## src/design/sliding_window_peak_bitrate_macros.svh

```systemverilog
// Assertion macros shared by the RTL of the peak bitrate tracker.
`ifndef SLIDING_WINDOW_PEAK_BITRATE_MACROS_SVH
`define SLIDING_WINDOW_PEAK_BITRATE_MACROS_SVH

// Same-cycle implication, checked outside reset.
`define SWPB_ASSERT_IMPL(lbl, ante, cons, msg) \
  lbl: assert property (@(posedge clk_i) disable iff (!rst_ni) (ante) |-> (cons)) \
    else $error(msg);

// Next-cycle implication, checked outside reset.
`define SWPB_ASSERT_NEXT(lbl, ante, cons, msg) \
  lbl: assert property (@(posedge clk_i) disable iff (!rst_ni) (ante) |=> (cons)) \
    else $error(msg);

`endif

```

## src/design/swpb_pkg.sv

```systemverilog
// Types and constants of the sliding window peak bitrate tracker.
`default_nettype none

package swpb_pkg;

  localparam int TS_W       = 18;  // media timescale width
  localparam int TICK_W     = 16;  // frame duration in ticks
  localparam int BYTES_W    = 16;  // frame size field
  localparam int DIVR_W     = 2;   // duration divisor register
  localparam int CFG_DATA_W = 18;
  localparam int RATE_W     = 32;
  localparam int STEP_W     = 5;   // step counter for multiply and divide loops

  localparam logic [TS_W-1:0]   TS_RESET   = 18'd44100;
  localparam logic [DIVR_W-1:0] DIVR_RESET = 2'd1;

  // floor(x / 3) == (x * 43691) >> 17 for any 16-bit x
  localparam logic [16:0] DIV3_RECIP = 17'd43691;
  localparam int          DIV3_SHIFT = 17;

  typedef enum logic {
    OP_FRAME    = 1'b0,
    OP_FINALIZE = 1'b1
  } op_e;

  typedef enum logic {
    REG_TIMESCALE = 1'b0,
    REG_DIVISOR   = 1'b1
  } reg_idx_e;

  typedef enum logic {
    ALU_ADD = 1'b0,
    ALU_SUB = 1'b1
  } alu_op_e;

  typedef enum logic [3:0] {
    ST_IDLE,
    ST_RD_WAIT,
    ST_EV_DIFF,
    ST_EV_CMP,
    ST_DROP,
    ST_PUSH_B,
    ST_PUSH_T,
    ST_CHECK,
    ST_MUL,
    ST_ADD_D,
    ST_SAT,
    ST_DIV,
    ST_PEAK,
    ST_DONE
  } state_e;

  typedef struct packed {
    op_e                opcode;
    logic [BYTES_W-1:0] frame_bytes;
    logic [TICK_W-1:0]  frame_samples;
  } in_item_t;

  typedef struct packed {
    logic [RATE_W-1:0] peak_bitrate;
    logic [RATE_W-1:0] window_bitrate;
    logic              window_evaluated;
    logic              fifo_overflow;
  } out_item_t;

  typedef struct packed {
    reg_idx_e              index;
    logic [CFG_DATA_W-1:0] value;
  } cfg_item_t;

endpackage

`default_nettype wire

```

## src/design/swpb_alu.sv

```systemverilog
// Shared add/subtract unit with unsigned compare flag.
`default_nettype none

module swpb_alu #(
  parameter int W = 8
) (
  input  wire logic [W-1:0]    a_i,
  input  wire logic [W-1:0]    b_i,
  input  wire swpb_pkg::alu_op_e op_i,
  output logic      [W-1:0]    sum_o,
  output logic                 ge_o
);
  import swpb_pkg::*;

  logic [W:0]   total;
  logic [W-1:0] b_eff;
  logic         cin;

  always_comb begin
    cin   = (op_i == ALU_SUB);
    b_eff = cin ? ~b_i : b_i;
    total = {1'b0, a_i} + {1'b0, b_eff} + {{W{1'b0}}, cin};
  end

  assign sum_o = total[W-1:0];
  // on subtract, carry out means no borrow: a >= b
  assign ge_o  = total[W];

endmodule

`default_nettype wire

```

## config.mk

```make
export PLATFORM = sky130hd
export DESIGN_NAME = swpb_alu
export DESIGN_NICKNAME = d
export VERILOG_FILES = /design/src/design/sliding_window_peak_bitrate_macros.svh /design/src/design/swpb_pkg.sv /design/src/design/swpb_alu.sv
export SDC_FILE = /design/constraint.sdc
export NUM_CORES = 1
export LEC_CHECK = 0
export BUFFER_PORTS_ARGS = -buffer_cell sky130_fd_sc_hd__buf_4
export CAP_MARGIN = 20
export CORE_AREA = 2 2 39 41
export DETAILED_ROUTE_END_ITERATION = 7
export DIE_AREA = 0 0 41 43
export PLACE_DENSITY = 0.63
export SLEW_MARGIN = 20
export SYNTH_ARGS = -nofsm -noshare
export SYNTH_HDL_FRONTEND = slang
export SYNTH_SLANG_ARGS = --single-unit
```

## constraint.sdc

```tcl
create_clock -name vclk -period 2
set_input_delay 0.1 -clock vclk [all_inputs]
set_output_delay 0.1 -clock vclk [all_outputs]
set_load 0.05 [all_outputs]
```

==> results.ini, run 1 <==
[sta]
hold_ws_ns=0.5490
period_minus_slack_ns=1.938
fin_crit_sh_pct=96.89
hold_viol=0
worstMarginPinSlew_ns=0.2252
fin_tns_setup_ns=0
max_freq_mhz=516.1
slew_violations=0
setup_viol=0
max_slew_margin_pct=84.99

[global_routing]
grt_pass1_wl_um=1524
grt_pass1_vias=397
grt_overflow=0
grt_max_degree=9
track_usage_pct=11.33
antenna_found_initial=0

[setup_path]
path_class=in2out
crit_arrival_ns=1.84
cp_max_fo=8
startpoint_type=input port
crit_required_ns=1.90
endpoint_kind=output pin

[final_layout]
clkbuf_count=0
fin_cells=91
antenna_cells=0
regArea_sq_um=0
fin_nets=102
syn2layout_area_growth_pct=66.04
layout_commonest_cell=buf_4
drive_gt1_share_pct=49.33
final_util_pct=47.74
fillers=144
postLayoutCellArea_sq_um=660.6
seq_cell_count=0
mostFrequentLayoutCells=buf_4 (25), xor2_1 (8), ha_1 (7)

[outcome]
status=completed

[placement]
io_buffers=26
place_congestion=0.7540
placed_area_sq_um=615.6
dp_hpwl_um=853.9
placed_cells=90

[synth]
syn-num-nets=73
synth_seq_area_share_pct=0
yosys.area_share.simple_pct=10.69
synth_cell_type_count=22
syn-cell-area_sq_um=397.9
synth-xor-area-share_pct=26.42
synthCells=48
yosys_warnings=0
synth_area_per_cell_sq_um=8.289
synth_top_family_by_area=adder cells
synthMuxAreaShare_pct=3.459
synth-compound-area-share_pct=24.84
synthAdderAreaFrac_pct=27.04

[worst_hold_path]
hp-class=in2out

[die]
core_sq_um=1384
num_rows=14
die_h_um=43
pin_count=26
die_w_um=41
dieArea_sq_um=1763
start_util_pct=28.75

[drt]
drc_errors=0
wl_um=1009
ant_nets=0
drt-initial-drc-count=1
viasPerCell=4.769
vias=434
firstDrtPassIters=2
wl_per_cell_um=11.09

[run]
cap_viol_max_count=0

[power]
powerDensity_nw_per_um2=702.5
irDropWorstVdd_mv=0.2044
leakage_nw=0.3336

[clock_tree]
cts_hold_buf=0

==> layout make-up <==
type / count / area (sq um) / share of cell area [%]
multi-input cells: 42 / 400.4 / 60.61
well taps: 16 / 20.02 / 3.030
repair buffers: 28 / 221.5 / 33.52
inverters: 5 / 18.77 / 2.841
==> worst max-delay path, cell delays in order <==
cell and delay [ns]:
buf_6 0.13, xor2_1 0.16, ha_1 0.32, nor2b_4 0.14, o31a_1 0.32, o31a_1 0.32, o22a_1 0.19, buf_6 0.16
==> per-layer routing <==
metal	vias to the layer above	global-route usage, %	share of wire, %
li1	223	-	-
met1	197	16.35	43
met2	14	19.38	50
met3	0	0	6.6
met4	0	0	0
met5	-	0	0
==> metrics by stage <==
stage	power, mW	worst slack, ns
4_1_cts	0.4442	0.02227
5_1_grt	0.4919	-0.006251
2_1_floorplan	0.3149	0.01240
3_5_place_dp	0.4435	0.02611
6_report	0.4641	0.06227
3_3_place_gp	0.4392	0.1027
==> cell families after synthesis <==
kind of cell             after synthesis
multiplexers                           1
AND/OR/NAND/NOR                        8
XOR/XNOR                              12
adder cells (fa/ha/maj)                8
buffers and inverters                  6
AO/OA/AOI/OAI                         13
==> path summary, 6_finish.rpt <==
check                  start  endpoint  slack, ns  cells past startpoint
worst min-delay path  a_i[0]  sum_o[0]       0.55                      3
worst max-delay path    op_i      ge_o       0.06                      8
==> what timing repair did <==
| action | in CTS | in global routing |
|---|---|---|
| resized for setup | 0 | 8 |
| setup buffers | 0 | 1 |
| setup endpoints to repair | 0 | 2 |
==> synth_stat cells (all sizes together) <==
| library cell | instances | area [sq um] |
|---|---|---|
| a211o | 1 | 8.760 |
| a21oi | 2 | 10.01 |
| a221oi | 1 | 15.01 |
| a31oi | 1 | 6.260 |
| and4 | 1 | 8.760 |
| buf | 1 | 11.26 |
| fa | 1 | 20.02 |
| ha | 7 | 87.58 |
| inv | 5 | 18.77 |
| mux2i | 1 | 13.76 |
| nand2 | 1 | 3.750 |
| nor2 | 3 | 11.26 |
| nor2b | 1 | 6.260 |
| o21a | 1 | 7.510 |
| o21ai | 3 | 18.77 |
| o22a | 1 | 8.760 |
| o22ai | 1 | 6.260 |
| o31a | 2 | 17.52 |
| or2 | 2 | 12.51 |
| xnor2 | 3 | 26.28 |
| xor2 | 9 | 78.83 |
==> power breakdown <==
part	internal, mW	switching [mW]
Clock	0	0
Combinational	0.177	0.287
Sequential	0	0
(Power assumes the default switching activity.)
==> inputs of run 2 (changes only) <==
--- a/config.mk
+++ b/config.mk
@@ -11,6 +11,7 @@
 export DETAILED_ROUTE_END_ITERATION = 7
 export DIE_AREA = 0 0 41 43
 export PLACE_DENSITY = 0.63
+export SETUP_SLACK_MARGIN = 0.15
 export SLEW_MARGIN = 20
 export SYNTH_ARGS = -nofsm -noshare
 export SYNTH_HDL_FRONTEND = slang
==> constraint.sdc (replaced) <==
create_clock -name vclk -period 2.47
set_input_delay 0.1235 -clock vclk [all_inputs]
set_output_delay 0.1235 -clock vclk [all_outputs]
set_load 0.05 [all_outputs]
==> run 2 against run 1 <==
Non-clock buffer count down 2. Critical path depth unchanged. Die area stayed put.
==> results.ini, run 2 (synthesis results as in run 1) <==
[outcome]
status=completed

[clock_tree]
postCtsSetupBuffers=0
post_cts_resized=0
cts_hold_buf=0

[final_layout]
regArea_sq_um=0
clkbuf_count=0
mostFrequentLayoutCells=buf_4 (26), xor2_1 (9), ha_1 (7)
fin_nets=100
fin_cells=89
layout_commonest_cell=buf_4
postLayoutCellArea_sq_um=601.8
antenna_cells=0
syn2layout_area_growth_pct=51.26
seq_cell_count=0
drive_gt1_share_pct=42.47

[drt]
viasPerCell=4.753
vias=423
wl_per_cell_um=9.236
drc_errors=0
firstDrtPassIters=2
drt-initial-drc-count=3
ant_nets=0
wl_um=822

[sta]
period_minus_slack_ns=1.946
max_freq_mhz=513.8
max_slew_margin_pct=84.12
hold_ws_ns=0.5805
fin_crit_sh_pct=78.80
hold_viol=0
setup_viol=0
rsz0062_at_grt=no
slew_violations=0
fin_tns_setup_ns=0
worstMarginPinSlew_ns=0.2336

[die]
die_w_um=41
pin_count=26
num_rows=14
dieArea_sq_um=1763
start_util_pct=28.75
die_h_um=43
core_sq_um=1384

[setup_path]
path_class=in2out
crit_buf_inv=2
cp_cell_sequence=buf_4 > xor2_1 > ha_1 > nor2b_1 > o31a_1 > o31a_1 > o22a_1 > buf_4
slowest_stage=ha_1
crit_required_ns=2.35
crit_family=compound AO/OA/AOI/OAI gates
max_stage_delay_ns=0.32
cp_max_fo=8
startpoint_type=input port
crit_arrival_ns=1.82
endpoint_kind=output pin

[worst_hold_path]
hp-class=in2out
hold_start=b_i[0]
holdPathStages=3
min_delay_worst_endpoint=sum_o[0]

[placement]
io_buffers=26
placed_cells=89
place_congestion=0.7746
placed_area_sq_um=601.8

[global_routing]
grt_pass1_vias=373
track_usage_pct=10.80
grt_overflow=0
grt_max_degree=9
antenna_found_initial=0
grt_pass1_wl_um=1449

[power]
irDropWorstVdd_mv=0.2429
powerDensity_nw_per_um2=576.8
leakage_nw=0.3128
finalPower_mw=0.3471

[run]
cap_viol_max_count=0

## run 2: final cells by class
| cell class | count | area, sq um |
|---|---|---|
| fill | 156 | 782.0 |
| inverter | 5 | 18.77 |
| multi-input combinational | 42 | 367.9 |
| tap | 16 | 20.02 |
| timing repair buffer | 26 | 195.2 |
## run 2: worst min-delay path, delay by kind of cell
family	cells	cell delay, ns
XOR/XNOR	1	0.05
buffers and inverters	2	0.28
## run 2: metal layers
layer | vias up | global-route usage, % | wire length (um)
li1 | 224 | - | -
met1 | 187 | 17.14 | 381
met2 | 12 | 16.88 | 395
met3 | 0 | 0 | 46
met4 | 0 | 0 | 0
met5 | - | 0 | 0
## run 2: power by group
group	switching (mW)	total (mW)	internal (mW)
clock	0	0	0
sequential	0	0	0
combinational	0.222	0.347	0.125
## run 2: stage by stage
step / setup WS, ns / utilization (%)
after CTS: 0.5107 / 43.49
after global placement: 0.5226 / 43.49
after global routing: 0.3489 / 43.49
after floorplan: 0.1689 / -
after detailed placement: 0.5094 / 43.49
final: 0.5236 / 43.49
## run 2: worst max path at each step
stage                     start       end  cells after the start
after floorplan            op_i  sum_o[6]                      7
after global placement     op_i  sum_o[6]                      8
after detailed placement   op_i  sum_o[6]                      8
after CTS                  op_i  sum_o[6]                      8
after global routing       op_i  sum_o[6]                      9
final                      op_i      ge_o                      8
==> inputs of run 3 (changes only) <==
--- a/config.mk
+++ b/config.mk
@@ -10,7 +10,7 @@
 export CORE_AREA = 2 2 39 41
 export DETAILED_ROUTE_END_ITERATION = 7
 export DIE_AREA = 0 0 41 43
-export PLACE_DENSITY = 0.63
+export PLACE_DENSITY = 0.65
 export SETUP_SLACK_MARGIN = 0.15
 export SLEW_MARGIN = 20
 export SYNTH_ARGS = -nofsm -noshare
==> constraint.sdc (replaced) <==
create_clock -name vclk -period 1.7
set_input_delay 0.085 -clock vclk [all_inputs]
set_output_delay 0.085 -clock vclk [all_outputs]
set_load 0.05 [all_outputs]
==> run 3 against run 2 <==
Largest power group unchanged. Critical path depth fell by 1. The run now ends with setup timing left. Core utilization rose by 23 points. Via count rose by 19%. Critical endpoint is now sum_o[7]. First-iteration DRC count rose by 33%. Non-clock buffer count rose by 17. Sequential cell count did not move. Power rose by 120%. Critical path type unchanged.
==> results.ini, run 3 (synthesis results as in run 1) <==
[global_routing]
grt_pass1_vias=491
grt_overflow=0
grt_pass1_wl_um=2228
antenna_found_initial=0
grt_max_degree=7
track_usage_pct=18.20

[final_layout]
multi_input_area_sq_um=508.0
mostFrequentLayoutCells=buf_4 (34), xor2_1 (7), buf_6 (7)
fillers=116
clkbuf_count=0
antenna_cells=0
layout_commonest_cell=buf_4
drive_gt1_share_pct=70.00
syn2layout_area_growth_pct=130.2
fin_cells=106
fin_nets=117
regArea_sq_um=0
seq_cell_count=0

[drt]
firstDrtPassIters=2
vias=503
wl_per_cell_um=13.92
ant_nets=0
drc_errors=0
drt-initial-drc-count=4
wl_um=1476
viasPerCell=4.745

[setup_path]
cp_max_fo=6
endpoint_kind=output pin
crit_arrival_ns=1.71
path_class=in2out
crit_required_ns=1.62
startpoint_type=input port

[sta]
fin_crit_sh_pct=105.6
max_freq_mhz=557.2
max_slew_margin_pct=80.41
rsz0062_at_grt=yes
worstMarginPinSlew_ns=0.2938
hold_viol=0
slew_violations=0
fin_tns_setup_ns=-0.3328
period_minus_slack_ns=1.795
setup_viol=5
setup_ws_ns=-0.09453

[die]
dieArea_sq_um=1763
die_h_um=43
num_rows=14
core_sq_um=1384
pin_count=26
die_w_um=41
start_util_pct=28.75

[worst_hold_path]
holdPathStages=3
hp-class=in2out

[power]
p_seq_share_pct=0
powerDensity_nw_per_um2=823.4
internal_power_mw=0.3395
p_sw_share_pct=54.99
leakage_nw=0.4409
pwr-share-clk_pct=0
irDropWorstVdd_mv=0.3512
p_switching_mw=0.4147
p_comb_share_pct=100.0

[placement]
place_congestion=0.7501
io_buffers=26
dp_hpwl_um=1105
placed_cells=104

[run]
cap_viol_max_count=0

[outcome]
violations=setup timing
status=finished, violations left

==> run 3: cell count changes in the layout (fill, tap and decap cells not counted), moves of 2 or more <==
cell	previous run	this run
xor2_1	9	7
buf_6	0	7
a21oi_1	2	0
nor2_1	3	1
xnor2_1	3	1
buf_4	26	34
a21oi_2	0	2
nor2_4	0	2
==> run 3: layout make-up <==
cell class | instances | share of cell area [%]
multi-input combinational | 42 | 55.46
timing repair buffer | 43 | 40.30
tap | 16 | 2.186
inverter | 5 | 2.049
==> run 3: repair_timing <==
action | in CTS | in global routing
setup buffers | 2 | 0
cloned | 0 | 0
pin swaps | 9 | 10
endpoints found under the setup margin | 6 | 7
hold buffers | 0 | 0
resized for setup | 18 | 9
endpoints found under the hold margin | 0 | 0
==> run 3: worst max-delay path, cell delays in order <==
cell,delay [ns]
buf_12,0.11
xor2_1,0.17
ha_1,0.33
a211o_1,0.32
a221oi_4,0.36
xnor2_2,0.15
buf_6,0.17
==> run 3: final timing paths <==
path / startpoint / endpoint / slack, ns
max: op_i / sum_o[7] / -0.09
min: b_i[0] / sum_o[0] / 0.53
==> run 3: stage by stage <==
stage | setup WS [ns] | utilization [%] | area (sq um) | total power [mW] | hold slack, ns
after floorplan | -0.1174 | - | 469.2 | 0.4343 | 0.4377
after global placement | -0.1478 | 56.78 | 785.8 | 0.6314 | 0.5057
after detailed placement | -0.2052 | 56.78 | 785.8 | 0.6413 | 0.5088
after CTS | -0.1734 | 63.38 | 877.1 | 0.7252 | 0.5089
after global routing | -0.1644 | 66.18 | 915.9 | 0.7928 | 0.5404
final | -0.09453 | 66.18 | 915.9 | 0.7542 | 0.5278
==> run 3: power by group through the flow <==
stage               clock (mW)  combinational (mW)  sequential, mW
finish                       0               0.754               0
global route                 0               0.793               0
CTS                          0               0.725               0
detailed placement           0               0.641               0
global placement             0               0.631               0
floorplan                    0               0.434               0
==> run 3: routing by layer <==
layer	vias to the layer above	share of wire (%)	track usage, %
met4	0	2.1	6.000
met1	237	40	24.76
met5	-	0	0
met2	9	55	28.75
li1	255	-	-
met3	2	2.4	1.571
